<file path="src/rtl/core/assert_macros.svh">
// Assertion macros shared by the S.BUS decoder modules.
// No dependencies; included by every file that carries assertions.
`ifndef ASSERT_MACROS_SVH
`define ASSERT_MACROS_SVH

// Property must hold at every clock edge outside reset.
`define ASSERT_ALWAYS(lbl, clk, rst, prop, msg) \
   lbl: assert property (@(posedge clk) disable iff (rst) (prop)) else $error(msg);

// When pre holds, post must hold at the next clock edge.
`define ASSERT_NEXT(lbl, clk, rst, pre, post, msg) \
   lbl: assert property (@(posedge clk) disable iff (rst) (pre) |=> (post)) else $error(msg);

`endif

</file>
<file path="src/rtl/core/sfd_pkg.sv">
// Shared types and constants for the S.BUS frame decoder.
// No dependencies; used by sfd_ctrl, sfd_datapath and sbus_frame_decoder.
package sfd_pkg;

   localparam int FRAME_BYTES     = 25;
   localparam int FRAME_W         = FRAME_BYTES * 8;
   localparam int RAW_W           = 11;
   localparam int ANALOG_CHANNELS = 16;
   localparam int NUM_CHANNELS    = 18;
   localparam int CHAN_W          = 5;
   localparam int VALUE_W         = 12;
   localparam int MID_W           = 11;
   localparam int CSR_ADDR_W      = 1;
   localparam int CSR_DATA_W      = 12;
   localparam int REQ_DATA_W      = 8;
   localparam int RSP_DATA_W      = 24;

   localparam logic [7:0] SYNC_BYTE = 8'h0F;

   localparam logic [CHAN_W-1:0] FIRST_CHANNEL    = CHAN_W'(0);
   localparam logic [CHAN_W-1:0] DIGITAL_CHANNEL0 = CHAN_W'(ANALOG_CHANNELS);
   localparam logic [CHAN_W-1:0] DIGITAL_CHANNEL1 = CHAN_W'(ANALOG_CHANNELS + 1);
   localparam logic [CHAN_W-1:0] LAST_CHANNEL     = CHAN_W'(NUM_CHANNELS - 1);
   localparam logic [CHAN_W-1:0] LAST_BYTE_POS    = CHAN_W'(FRAME_BYTES - 1);
   localparam logic [CHAN_W-1:0] POS_AFTER_SYNC   = CHAN_W'(1);

   localparam logic [VALUE_W-1:0] DIGITAL_HIGH = VALUE_W'(2000);
   localparam logic [VALUE_W-1:0] DIGITAL_LOW  = VALUE_W'(1000);
   localparam logic [VALUE_W-1:0] VALUE_MAX    = VALUE_W'(4095);

   localparam logic [MID_W-1:0]   MID_OFFSET_RESET   = MID_W'(988);
   localparam logic [VALUE_W-1:0] CENTER_VALUE_RESET = VALUE_W'(1500);

   // Register indexes on the csr port
   localparam logic [CSR_ADDR_W-1:0] CSR_MID_OFFSET   = 1'b0;
   localparam logic [CSR_ADDR_W-1:0] CSR_CENTER_VALUE = 1'b1;

   // Flag byte bit positions
   localparam int FLAG_FAILSAFE_BIT = 3;
   localparam int FLAG_BYTE_LSB     = 23 * 8;

   typedef enum logic [2:0] {
      ST_HUNT = 3'b001,
      ST_FILL = 3'b010,
      ST_EMIT = 3'b100
   } state_type;

   typedef struct packed {
      logic              shift_byte;
      logic              issue;
      logic [CHAN_W-1:0] chan;
   } cmd_type;

   typedef struct packed {
      logic sync_byte;
      logic advance;
   } status_type;

endpackage

</file>
<file path="src/rtl/core/sbus_frame_decoder.sv">
// S.BUS frame decoder. Bytes other than 0x0F are dropped until a sync byte
// opens a frame; the next 24 bytes are taken into a 200-bit frame shift
// register. After the 25th byte the input stalls while a single shared
// decode unit issues one channel per cycle, shifting the frame right by one
// 11-bit field per analog channel; rsp_tready backpressure stalls channel
// issue. Results pass from issue through a decode stage and an output
// register.
// Depends on sfd_pkg, sfd_ctrl and sfd_datapath.
module sbus_frame_decoder (
   input  logic                              clock,
   input  logic                              reset,
   input  logic                              req_tvalid,
   output logic                              req_tready,
   input  logic [sfd_pkg::REQ_DATA_W-1:0]    req_tdata,   // [7:0] rx_byte
   output logic                              rsp_tvalid,
   input  logic                              rsp_tready,
   output logic [sfd_pkg::RSP_DATA_W-1:0]    rsp_tdata,   // [4:0] channel_index,
                                                          // [16:5] channel_value,
                                                          // [23:17] zero
   output logic                              rsp_tuser,   // [0] failsafe_active
   output logic                              rsp_tlast,
   input  logic                              csr_we,
   input  logic [sfd_pkg::CSR_ADDR_W-1:0]    csr_addr,
   input  logic [sfd_pkg::CSR_DATA_W-1:0]    csr_wdata
);

   sfd_pkg::cmd_type    cmd;
   sfd_pkg::status_type status;

   sfd_ctrl u_ctrl (
      .clock      (clock),
      .reset      (reset),
      .req_tvalid (req_tvalid),
      .req_tready (req_tready),
      .status     (status),
      .cmd        (cmd)
   );

   sfd_datapath u_datapath (
      .clock      (clock),
      .reset      (reset),
      .req_tdata  (req_tdata),
      .csr_we     (csr_we),
      .csr_addr   (csr_addr),
      .csr_wdata  (csr_wdata),
      .cmd        (cmd),
      .status     (status),
      .rsp_tvalid (rsp_tvalid),
      .rsp_tready (rsp_tready),
      .rsp_tdata  (rsp_tdata),
      .rsp_tuser  (rsp_tuser),
      .rsp_tlast  (rsp_tlast)
   );

endmodule

</file>
<file path="src/rtl/core/sfd_ctrl.sv">
// Controller for the S.BUS frame decoder: sync hunt, byte count, channel issue.
// Depends on sfd_pkg and assert_macros.svh.
`include "assert_macros.svh"

module sfd_ctrl (
   input  logic                   clock,
   input  logic                   reset,
   input  logic                   req_tvalid,
   output logic                   req_tready,
   input  sfd_pkg::status_type    status,
   output sfd_pkg::cmd_type       cmd
);

   sfd_pkg::state_type            state_ff, state_in;
   logic [sfd_pkg::CHAN_W-1:0]    pos_ff, pos_in;
   logic [sfd_pkg::CHAN_W-1:0]    chan_ff, chan_in;
   logic                          accept;

   assign req_tready = (state_ff != sfd_pkg::ST_EMIT);
   assign accept     = req_tvalid & req_tready;

   always_comb begin
      state_in       = state_ff;
      pos_in         = pos_ff;
      chan_in        = chan_ff;
      cmd.shift_byte = 1'b0;
      cmd.issue      = 1'b0;
      cmd.chan       = chan_ff;
      case (state_ff)
         sfd_pkg::ST_HUNT: begin
            // drop everything but the sync byte
            if (accept && status.sync_byte) begin
               cmd.shift_byte = 1'b1;
               pos_in         = sfd_pkg::POS_AFTER_SYNC;
               state_in       = sfd_pkg::ST_FILL;
            end
         end
         sfd_pkg::ST_FILL: begin
            if (accept) begin
               cmd.shift_byte = 1'b1;
               if (pos_ff == sfd_pkg::LAST_BYTE_POS) begin
                  chan_in  = sfd_pkg::FIRST_CHANNEL;
                  state_in = sfd_pkg::ST_EMIT;
               end else begin
                  pos_in = pos_ff + sfd_pkg::CHAN_W'(1);
               end
            end
         end
         sfd_pkg::ST_EMIT: begin
            if (status.advance) begin
               cmd.issue = 1'b1;
               if (chan_ff == sfd_pkg::LAST_CHANNEL) begin
                  state_in = sfd_pkg::ST_HUNT;
               end else begin
                  chan_in = chan_ff + sfd_pkg::CHAN_W'(1);
               end
            end
         end
         default: begin
            state_in = sfd_pkg::ST_HUNT;
         end
      endcase
   end

   always_ff @(posedge clock) begin
      if (reset) begin
         state_ff <= sfd_pkg::ST_HUNT;
         pos_ff   <= '0;
         chan_ff  <= '0;
      end else begin
         state_ff <= state_in;
         pos_ff   <= pos_in;
         chan_ff  <= chan_in;
      end
   end

   `ASSERT_ALWAYS(a_chan_range, clock, reset,
      (state_ff != sfd_pkg::ST_EMIT) || (chan_ff <= sfd_pkg::LAST_CHANNEL),
      "channel counter beyond last channel")
   `ASSERT_ALWAYS(a_pos_range, clock, reset,
      (state_ff != sfd_pkg::ST_FILL) || (pos_ff <= sfd_pkg::LAST_BYTE_POS),
      "byte position beyond frame end")
   `ASSERT_NEXT(a_last_to_hunt, clock, reset,
      cmd.issue && (cmd.chan == sfd_pkg::LAST_CHANNEL),
      state_ff == sfd_pkg::ST_HUNT,
      "controller did not return to hunt after last channel")
   `ASSERT_NEXT(a_fill_to_emit, clock, reset,
      (state_ff == sfd_pkg::ST_FILL) && accept && (pos_ff == sfd_pkg::LAST_BYTE_POS),
      (state_ff == sfd_pkg::ST_EMIT) && (chan_ff == sfd_pkg::FIRST_CHANNEL),
      "frame end did not start channel issue at channel 0")

endmodule

</file>
<file path="src/rtl/core/sfd_datapath.sv">
// Datapath for the S.BUS frame decoder: frame shift register, config registers,
// channel decode stage and output register. Depends on sfd_pkg and assert_macros.svh.
`include "assert_macros.svh"

module sfd_datapath (
   input  logic                              clock,
   input  logic                              reset,
   input  logic [sfd_pkg::REQ_DATA_W-1:0]    req_tdata,
   input  logic                              csr_we,
   input  logic [sfd_pkg::CSR_ADDR_W-1:0]    csr_addr,
   input  logic [sfd_pkg::CSR_DATA_W-1:0]    csr_wdata,
   input  sfd_pkg::cmd_type                  cmd,
   output sfd_pkg::status_type               status,
   output logic                              rsp_tvalid,
   input  logic                              rsp_tready,
   output logic [sfd_pkg::RSP_DATA_W-1:0]    rsp_tdata,
   output logic                              rsp_tuser,
   output logic                              rsp_tlast
);

   localparam int PAD_W = sfd_pkg::RSP_DATA_W - sfd_pkg::CHAN_W - sfd_pkg::VALUE_W;

   logic [sfd_pkg::MID_W-1:0]     mid_ff;
   logic [sfd_pkg::VALUE_W-1:0]   center_ff;
   logic [sfd_pkg::FRAME_W-1:0]   frame_ff, frame_in;
   logic [7:0]                    flags_ff, flags_in;

   // decode stage
   logic                          s1_valid_ff, s1_valid_in;
   logic [sfd_pkg::CHAN_W-1:0]    s1_chan_ff;
   logic [sfd_pkg::VALUE_W-1:0]   s1_value_ff;
   logic                          s1_analog_ff;
   logic                          s1_fs_ff;

   // output register
   logic                          out_valid_ff, out_valid_in;
   logic [sfd_pkg::CHAN_W-1:0]    out_chan_ff;
   logic [sfd_pkg::VALUE_W-1:0]   out_value_ff, out_value_in;
   logic                          out_fs_ff;

   logic                          advance;
   logic                          is_analog;
   logic                          is_first;
   logic [sfd_pkg::RAW_W-1:0]     raw;
   logic [sfd_pkg::VALUE_W-1:0]   halved_sum;
   logic                          digital_bit;
   logic                          fs_now;
   logic [sfd_pkg::VALUE_W-1:0]   span;
   logic [sfd_pkg::VALUE_W:0]     stretched;

   assign advance          = !out_valid_ff || rsp_tready;
   assign status.advance   = advance;
   assign status.sync_byte = (req_tdata == sfd_pkg::SYNC_BYTE);

   always_ff @(posedge clock) begin
      if (reset) begin
         mid_ff    <= sfd_pkg::MID_OFFSET_RESET;
         center_ff <= sfd_pkg::CENTER_VALUE_RESET;
      end else if (csr_we) begin
         case (csr_addr)
            sfd_pkg::CSR_MID_OFFSET:   mid_ff    <= csr_wdata[sfd_pkg::MID_W-1:0];
            sfd_pkg::CSR_CENTER_VALUE: center_ff <= csr_wdata;
            default: begin
            end
         endcase
      end
   end

   assign is_analog = (cmd.chan < sfd_pkg::DIGITAL_CHANNEL0);
   assign is_first  = (cmd.chan == sfd_pkg::FIRST_CHANNEL);
   // channel c sits just above the sync byte once c fields have been shifted out
   assign raw        = frame_ff[8 +: sfd_pkg::RAW_W];
   assign halved_sum = sfd_pkg::VALUE_W'(raw[sfd_pkg::RAW_W-1:1]) +
                       sfd_pkg::VALUE_W'(mid_ff);
   assign fs_now     = is_first ? frame_ff[sfd_pkg::FLAG_BYTE_LSB + sfd_pkg::FLAG_FAILSAFE_BIT]
                                : flags_ff[sfd_pkg::FLAG_FAILSAFE_BIT];
   assign digital_bit = (cmd.chan == sfd_pkg::DIGITAL_CHANNEL1) ? flags_ff[1] : flags_ff[0];

   always_comb begin
      frame_in = frame_ff;
      flags_in = flags_ff;
      if (cmd.shift_byte) begin
         // new byte enters at the top; after a full frame byte 0 sits lowest
         frame_in = {req_tdata, frame_ff[sfd_pkg::FRAME_W-1:8]};
      end else if (cmd.issue && is_analog) begin
         frame_in = frame_ff >> sfd_pkg::RAW_W;
      end
      if (cmd.issue && is_first) begin
         flags_in = frame_ff[sfd_pkg::FLAG_BYTE_LSB +: 8];
      end
   end

   always_ff @(posedge clock) begin
      frame_ff <= frame_in;
      flags_ff <= flags_in;
   end

   assign s1_valid_in = advance ? cmd.issue : s1_valid_ff;

   always_ff @(posedge clock) begin
      if (reset) begin
         s1_valid_ff <= 1'b0;
      end else begin
         s1_valid_ff <= s1_valid_in;
      end
   end

   always_ff @(posedge clock) begin
      if (cmd.issue) begin
         s1_chan_ff   <= cmd.chan;
         s1_analog_ff <= is_analog;
         s1_fs_ff     <= fs_now;
         if (is_analog) begin
            s1_value_ff <= halved_sum;
         end else begin
            s1_value_ff <= digital_bit ? sfd_pkg::DIGITAL_HIGH : sfd_pkg::DIGITAL_LOW;
         end
      end
   end

   // quarter stretch of analog values about the centre, saturated to the value range
   always_comb begin
      stretched = '0;
      if (s1_value_ff < center_ff) begin
         span      = center_ff - s1_value_ff;
         stretched = {1'b0, s1_value_ff} - {3'b000, span[sfd_pkg::VALUE_W-1:2]};
         if (span[sfd_pkg::VALUE_W-1:2] > s1_value_ff) begin
            stretched = '0;
         end
      end else begin
         span      = s1_value_ff - center_ff;
         stretched = {1'b0, s1_value_ff} + {3'b000, span[sfd_pkg::VALUE_W-1:2]};
      end
      if (!s1_analog_ff) begin
         out_value_in = s1_value_ff;
      end else if (stretched[sfd_pkg::VALUE_W]) begin
         out_value_in = sfd_pkg::VALUE_MAX;
      end else begin
         out_value_in = stretched[sfd_pkg::VALUE_W-1:0];
      end
   end

   assign out_valid_in = advance ? s1_valid_ff : out_valid_ff;

   always_ff @(posedge clock) begin
      if (reset) begin
         out_valid_ff <= 1'b0;
      end else begin
         out_valid_ff <= out_valid_in;
      end
   end

   always_ff @(posedge clock) begin
      if (advance) begin
         out_chan_ff  <= s1_chan_ff;
         out_value_ff <= out_value_in;
         out_fs_ff    <= s1_fs_ff;
      end
   end

   assign rsp_tvalid = out_valid_ff;
   assign rsp_tdata  = {{PAD_W{1'b0}}, out_value_ff, out_chan_ff};
   assign rsp_tuser  = out_fs_ff;
   assign rsp_tlast  = (out_chan_ff == sfd_pkg::LAST_CHANNEL);

   `ASSERT_ALWAYS(a_digital_value, clock, reset,
      !out_valid_ff || (out_chan_ff < sfd_pkg::DIGITAL_CHANNEL0) ||
      (out_value_ff == sfd_pkg::DIGITAL_HIGH) || (out_value_ff == sfd_pkg::DIGITAL_LOW),
      "digital channel value is neither high nor low")
   `ASSERT_NEXT(a_issue_fills_stage, clock, reset,
      cmd.issue,
      s1_valid_ff,
      "issued channel did not enter the decode stage")
   `ASSERT_ALWAYS(a_no_shift_while_issue, clock, reset,
      !(cmd.issue && cmd.shift_byte),
      "byte shift and channel issue in the same cycle")

endmodule
</file>
<file path="config.mk">
export PLATFORM = sky130hd
export DESIGN_NAME = sbus_frame_decoder
export DESIGN_NICKNAME = d
export VERILOG_FILES = /design/src/rtl/core/sfd_pkg.sv /design/src/rtl/core/sbus_frame_decoder.sv /design/src/rtl/core/sfd_ctrl.sv /design/src/rtl/core/sfd_datapath.sv
export VERILOG_INCLUDE_DIRS = /design/src /design/src/rtl/core
export SDC_FILE = /design/constraint.sdc
export NUM_CORES = 1
export LEC_CHECK = 0
export BUFFER_PORTS_ARGS = -buffer_cell sky130_fd_sc_hd__buf_4
export CAP_MARGIN = 20
export CORE_MARGIN = 2
export CORE_UTILIZATION = 40
export DETAILED_ROUTE_END_ITERATION = 16
export GPL_ROUTABILITY_DRIVEN = 0
export GPL_TIMING_DRIVEN = 0
export SETUP_SLACK_MARGIN = 0.4
export SLEW_MARGIN = 40
export SYNTH_ARGS = -nofsm -noshare
export SYNTH_HDL_FRONTEND = slang
export SYNTH_SLANG_ARGS = --single-unit
</file>
<file path="constraint.sdc">
create_clock -name clock -period 12 [get_ports clock]
set_input_delay 0.6 -clock clock [delete_from_list [all_inputs] [get_ports clock]]
set_output_delay 0.6 -clock clock [all_outputs]
set_load 0.01 [all_outputs]
</file>
-- Word level (Yosys, flattened, before mapping)
Cells that the tools add are included.
- register bits after elaboration: 279
- output and inout port bits: 28
- bits of input ports: 26
- word-level logic and storage cells: 87
- $lt $le $gt $ge: 3
- bitwise logic cells: 2
- reductions and logical operators: 14
- add/sub/neg operators: 7
- multiplexer cells: 30
- equal/unequal tests: 15
- operators by type and width (operator ; number):
    $mux W200 ; 2
    $mux W12 ; 3
    $mux W5 ; 7
    $mux W13 ; 2
    $sub A12 B12 Y12 ; 2
    $pmux W5 S2 ; 2
    $eq A5 B5 Y1 const B ; 3
    $mux W3 ; 5
    $add A12 B10 Y13 ; 1
    $sub A12 B10 Y13 ; 1
    $add A10 B11 Y12 ; 1
    $gt A10 B12 Y1 ; 1
    $lt A12 B12 Y1 ; 1
    $mux W11 ; 1
    $add A5 B1 Y5 const B ; 2
    $ne A2 B1 Y1 const B ; 5
    $reduce_and A5 Y1 ; 2
    $pmux W3 S3 ; 1
    $eq A8 B4 Y1 const B ; 1
    $mux W1 ; 6
    $reduce_bool A2 Y1 ; 3
    $logic_not A5 Y1 ; 1
    $lt A5 B5 Y1 const B ; 1
    $ne A2 B2 Y1 const B ; 2
    12 further kinds ; 15

-- Longest topological paths before layout
- depth after elaboration: 7
- gate-level depth with buffers: 18
- gate-level depth less buffers: 17

-- Cells and area by module
A second synthesis with hierarchy kept.
- cell total of the unflattened synthesis: 1002
- area, all modules: 13442.9 um^2
- modules (own cells, without submodules) (module ; seq. area each (um^2) ; area an instance (um^2) ; cells an instance ; instances):
    sfd_datapath ; 7437.1 ; 12695.9 ; 913 ; 1
    sfd_ctrl ; 260.2 ; 747.0 ; 89 ; 1

-- Worst setup path before layout
Ideal clock, no wire load.
- kind: in2reg
- from: input rsp_tready
- to: register u_datapath.frame_ff[100] (netlist name), enable pin
- buffers on the path: 0
- path slack: 5.840 ns
- data arrival time: 5.610 ns
- stages on the path: 5
- library setup time: 0.550 ns
- cells stage by stage: nor2b_1 inv_1 nand2b_1 inv_1 a21o_1
- RTL lines (what ; line ; RTL):
    from (decl) ; sbus_frame_decoder.sv:16 ; input logic rsp_tready,
    to (signal assigned) ; sfd_datapath.sv:94 ; frame_ff <= frame_in;
    to (decl) ; sfd_datapath.sv:25 ; logic [sfd_pkg::FRAME_W-1:0] frame_ff, frame_in;

-- Worst setup path after layout
- from: register u_datapath.s1_value_ff[1] (netlist name)
- to: register u_datapath.out_value_ff[6] (netlist name), data pin
- longest elaborated chain between the ends: 6
- elaborated cells between the ends (all ways): 10
- those cells by class: add/sub: 4; order compare: 2; mux: 4
- RTL lines (what ; line ; RTL):
    from (decl) ; sfd_datapath.sv:31 ; logic [sfd_pkg::VALUE_W-1:0] s1_value_ff;
    from (signal assigned) ; sfd_datapath.sv:114 ; s1_value_ff <= halved_sum;
    from (signal assigned) ; sfd_datapath.sv:116 ; s1_value_ff <= digital_bit ? sfd_pkg::DIGITAL_HIGH : sfd_pkg::DIGITAL_LOW;
    $sub A12 B12 Y12 ; sfd_datapath.sv:125 ; span = center_ff - s1_value_ff;
    $sub A12 B10 Y13 or $gt A10 B12 Y1 (tied branches) ; sfd_datapath.sv:126, sfd_datapath.sv:127 ;
    $mux W13 ; sfd_datapath.sv:127 ; if (span[sfd_pkg::VALUE_W-1:2] > s1_value_ff) begin
    $mux W13 (*) ; sfd_datapath.sv:124 ; if (s1_value_ff < center_ff) begin
    $mux W12 (*) ; sfd_datapath.sv:136 ; end else if (stretched[sfd_pkg::VALUE_W]) begin
    $mux W12 (*) ; sfd_datapath.sv:134 ; if (!s1_analog_ff) begin
    via u_datapath.out_value_in (one bit) ; sfd_datapath.sv:38 ; logic [sfd_pkg::VALUE_W-1:0] out_value_ff, out_value_in;
    to (signal assigned) ; sfd_datapath.sv:156 ; out_value_ff <= out_value_in;
    to (decl) ; sfd_datapath.sv:38 ;
The timed path passes the listed nets; every way through them passes the cells marked *.
A chain may end at the register's enable or synchronous reset.

==> run metrics <==
Finished Cell Area 0.0154 sq mm; vias in the first global route 8027; net switching power 451 uW; CTS root buffer clkbuf_16; Yosys cell types 73; CTS Buffer Depth 3; worst-margin pin slew 759 ps; Yosys Warn Count 0; Worst EP required about 12000 ps; Netlist Area Pre-Place 0.0134 sq mm; worst rel slew slack 0.494; CTS tree done; number of antenna repair diodes 0; Area growth, synth to finish 15.2%; Final ANT Viol Nets 0; register area share after synthesis 0.575; crit path DAT around 5000 ps; Syn Area/Cell 13.3 sq um; area of the multi-input gates 0.00532 sq mm; Via density ~5; clock sink total 269; # resized after CTS 0; wire per inst 16.0 microns; gr ovfl total 0; number of port buffers 46; Post-Syn Instances 1004; Core ar. about 0.033 sq mm; fmax 211 MHz; Iter 0 DRT Violations 465; synthesized flop and latch total 269; leading cell types in the layout, fill and taps excluded 231 x edfxtp_1, 181 x mux2_2, 67 x nand2_1; CTS H-Tree Depth 1; Total Nets Final approximately 1200; iteration count of the initial detailed-routing pass 5; total detailed-routing wirelength 25.0 mm; starting density of the core 0.409; setup repair bufs after CTS 0; Tcrit/Tclk final 0.396; status complete, no violations; Final Skew 10.8 ps; Comb power frac 0.069; CP Class flip-flop to flip-flop; final setup fails 0; worst hold slack between 200 and 300 ps; die height 187 microns; # fillers 2933; Setup Total Neg Slack 0 ps; antenna violations before repair 0; share of cells above drive strength 1 0.303; Crit. End Element flip-flop; ys flop type edfxtp_1; commonest non-fill, non-tap cell in the layout edfxtp_1; pwr/cell area 135 mW/mm^2; Hold/Removal Path Class input port to flip-flop; Hold Violations, Final 0; Startpoint Class flip-flop; P_leak about 0.0056 uW; max-capacitance violation count 0; clock share of power 0.442; Hold Buf Count CTS 0; Seq pwr share 0.490; register area 0.00770 sq mm; clk_lat worst skew 560 ps; drc violations 0; die area 0.0349 sq mm; pin count of the biggest net entering global routing 41; clock transition at the registers of the reported paths 70 ps; number of synthesized flops with an enable pin about 230; Top Ports 54; Die X 187 microns; CTS buffer count 29; Post-DP Area 0.0144 sq mm; via count 7951; Rows 66; first-pass GRT wire length 41.2 mm; async set-reset flop share out of synthesis 0; RSZ-0062 raised after global routing no; min cycle time layout about 4700 ps; Sw Ratio 0.218; Int Power 1620 uW; Max FO, Critical Path 10; Final Max Slew Viols 0; post-DP HPWL 17.9 mm; total track usage 0.144; Peak VDD IR 0.117 mV
-- synthesized netlist by cell type, drive strengths merged (14+ instances only) --
cell	count	area (sq um)
a21oi	46	238
inv	44	165
xnor2	21	184
nand3b	14	105
nand2	67	251
ha	57	713
and2	14	87.6
mux2	181	2040
edfxtp	231	6940
buf	30	166
dfxtp	38	761
clkbuf	14	53.8
a21o	17	129
nor2	60	244
o21ai	18	93.8
xor2	19	166
-- path summary, 6_finish.rpt --
kind	from	end	slack (ps)	cells past startpoint
worst min register to register	u_datapath.s1_chan_ff[0]	u_datapath.out_chan_ff[0]	420	0
worst max-delay path	u_datapath.s1_value_ff[1]	u_datapath.out_value_ff[6]	7250	16
worst min-delay path	csr_wdata[2]	u_datapath.mid_ff[2]	280	3
worst max register to register	u_datapath.s1_value_ff[1]	u_datapath.out_value_ff[6]	7250	16
-- critical path: stages, from the launching register on --
cell	delay (ps)
edfxtp_1	540
inv_1	80
ha_1	340
a21oi_1	210
o21bai_1	150
a21oi_2	240
o21ai_1	230
o41ai_1	380
xor2_1	220
ha_1	310
a21o_1	200
a21o_1	180
a211o_1	310
a211oi_2	470
nor2_2	210
a32oi_1	260
a31oi_1	120
-- power by group through the flow --
| stage | sequential [uW] | combinational (uW) | clock, uW |
|---|---|---|---|
| finish | 1020 | 142 | 916 |
| global route | 1020 | 159 | 974 |
| CTS | 1020 | 142 | 947 |
| detailed placement | 1040 | 140 | 0 |
| global placement | 1040 | 138 | 0 |
| floorplan | 1040 | 103 | 0 |
-- state kept, by name, summed over array words and instances (netlist names) --
signal	flops
u_datapath.frame_ff	191
u_datapath.center_ff	12
u_datapath.out_value_ff	12
u_datapath.s1_value_ff	12
u_datapath.mid_ff	11
u_ctrl.chan_ff	5
u_ctrl.pos_ff	5
u_datapath.out_chan_ff	5
u_datapath.s1_chan_ff	5
u_ctrl.state_ff	3
u_datapath.flags_ff	3
u_datapath.rsp_tuser	1
u_datapath.rsp_tvalid	1
u_datapath.s1_analog_ff	1
u_datapath.s1_fs_ff	1
u_datapath.s1_valid_ff	1
-- per-layer routing --
layer / track usage / part of all wire / vias to the layer above
met3: 0.0231 / 0.047 / 38
li1: - / - / 3894
met4: 0.0391 / 0.024 / 0
met2: 0.235 / 0.46 / 162
met5: 0 / 0 / -
met1: 0.198 / 0.47 / 3857
-- cell families after synthesis --
group	count (synthesis)	share of synthesized area
flops	269	0.575
mux	182	0.153
fa+ha+maj	60	0.0578
simple gates	218	0.0820
xor+xnor	40	0.0262
other cells	1	0.000280
compound gates	145	0.0760
buf+inv	89	0.0291
-- stage by stage --
| stage | worst slack [ps] | power, uW | cells | util |
|---|---|---|---|---|
| 2_1_floorplan | 5840 | 1140 | 1010 | - |
| 3_3_place_gp | 3590 | 1170 | 1498 | 0.437 |
| 3_5_place_dp | 7360 | 1180 | 1503 | 0.440 |
| 4_1_cts | 7360 | 2100 | 1557 | 0.471 |
| 5_1_grt | 6960 | 2150 | 1557 | 0.471 |
| 6_report | 7250 | 2070 | 1557 | 0.471 |
-- layout make-up --
class	instances	area share
plain buffers	44	0.0143
clock buffers	41	0.0533
clock inverters	13	0.0115
inverters	45	0.0110
multi-input cells	652	0.345
flip-flops and latches	269	0.500
well taps	442	0.0359
repair buffers	51	0.0289
Note: power is estimated with default switching activity, not from simulation.
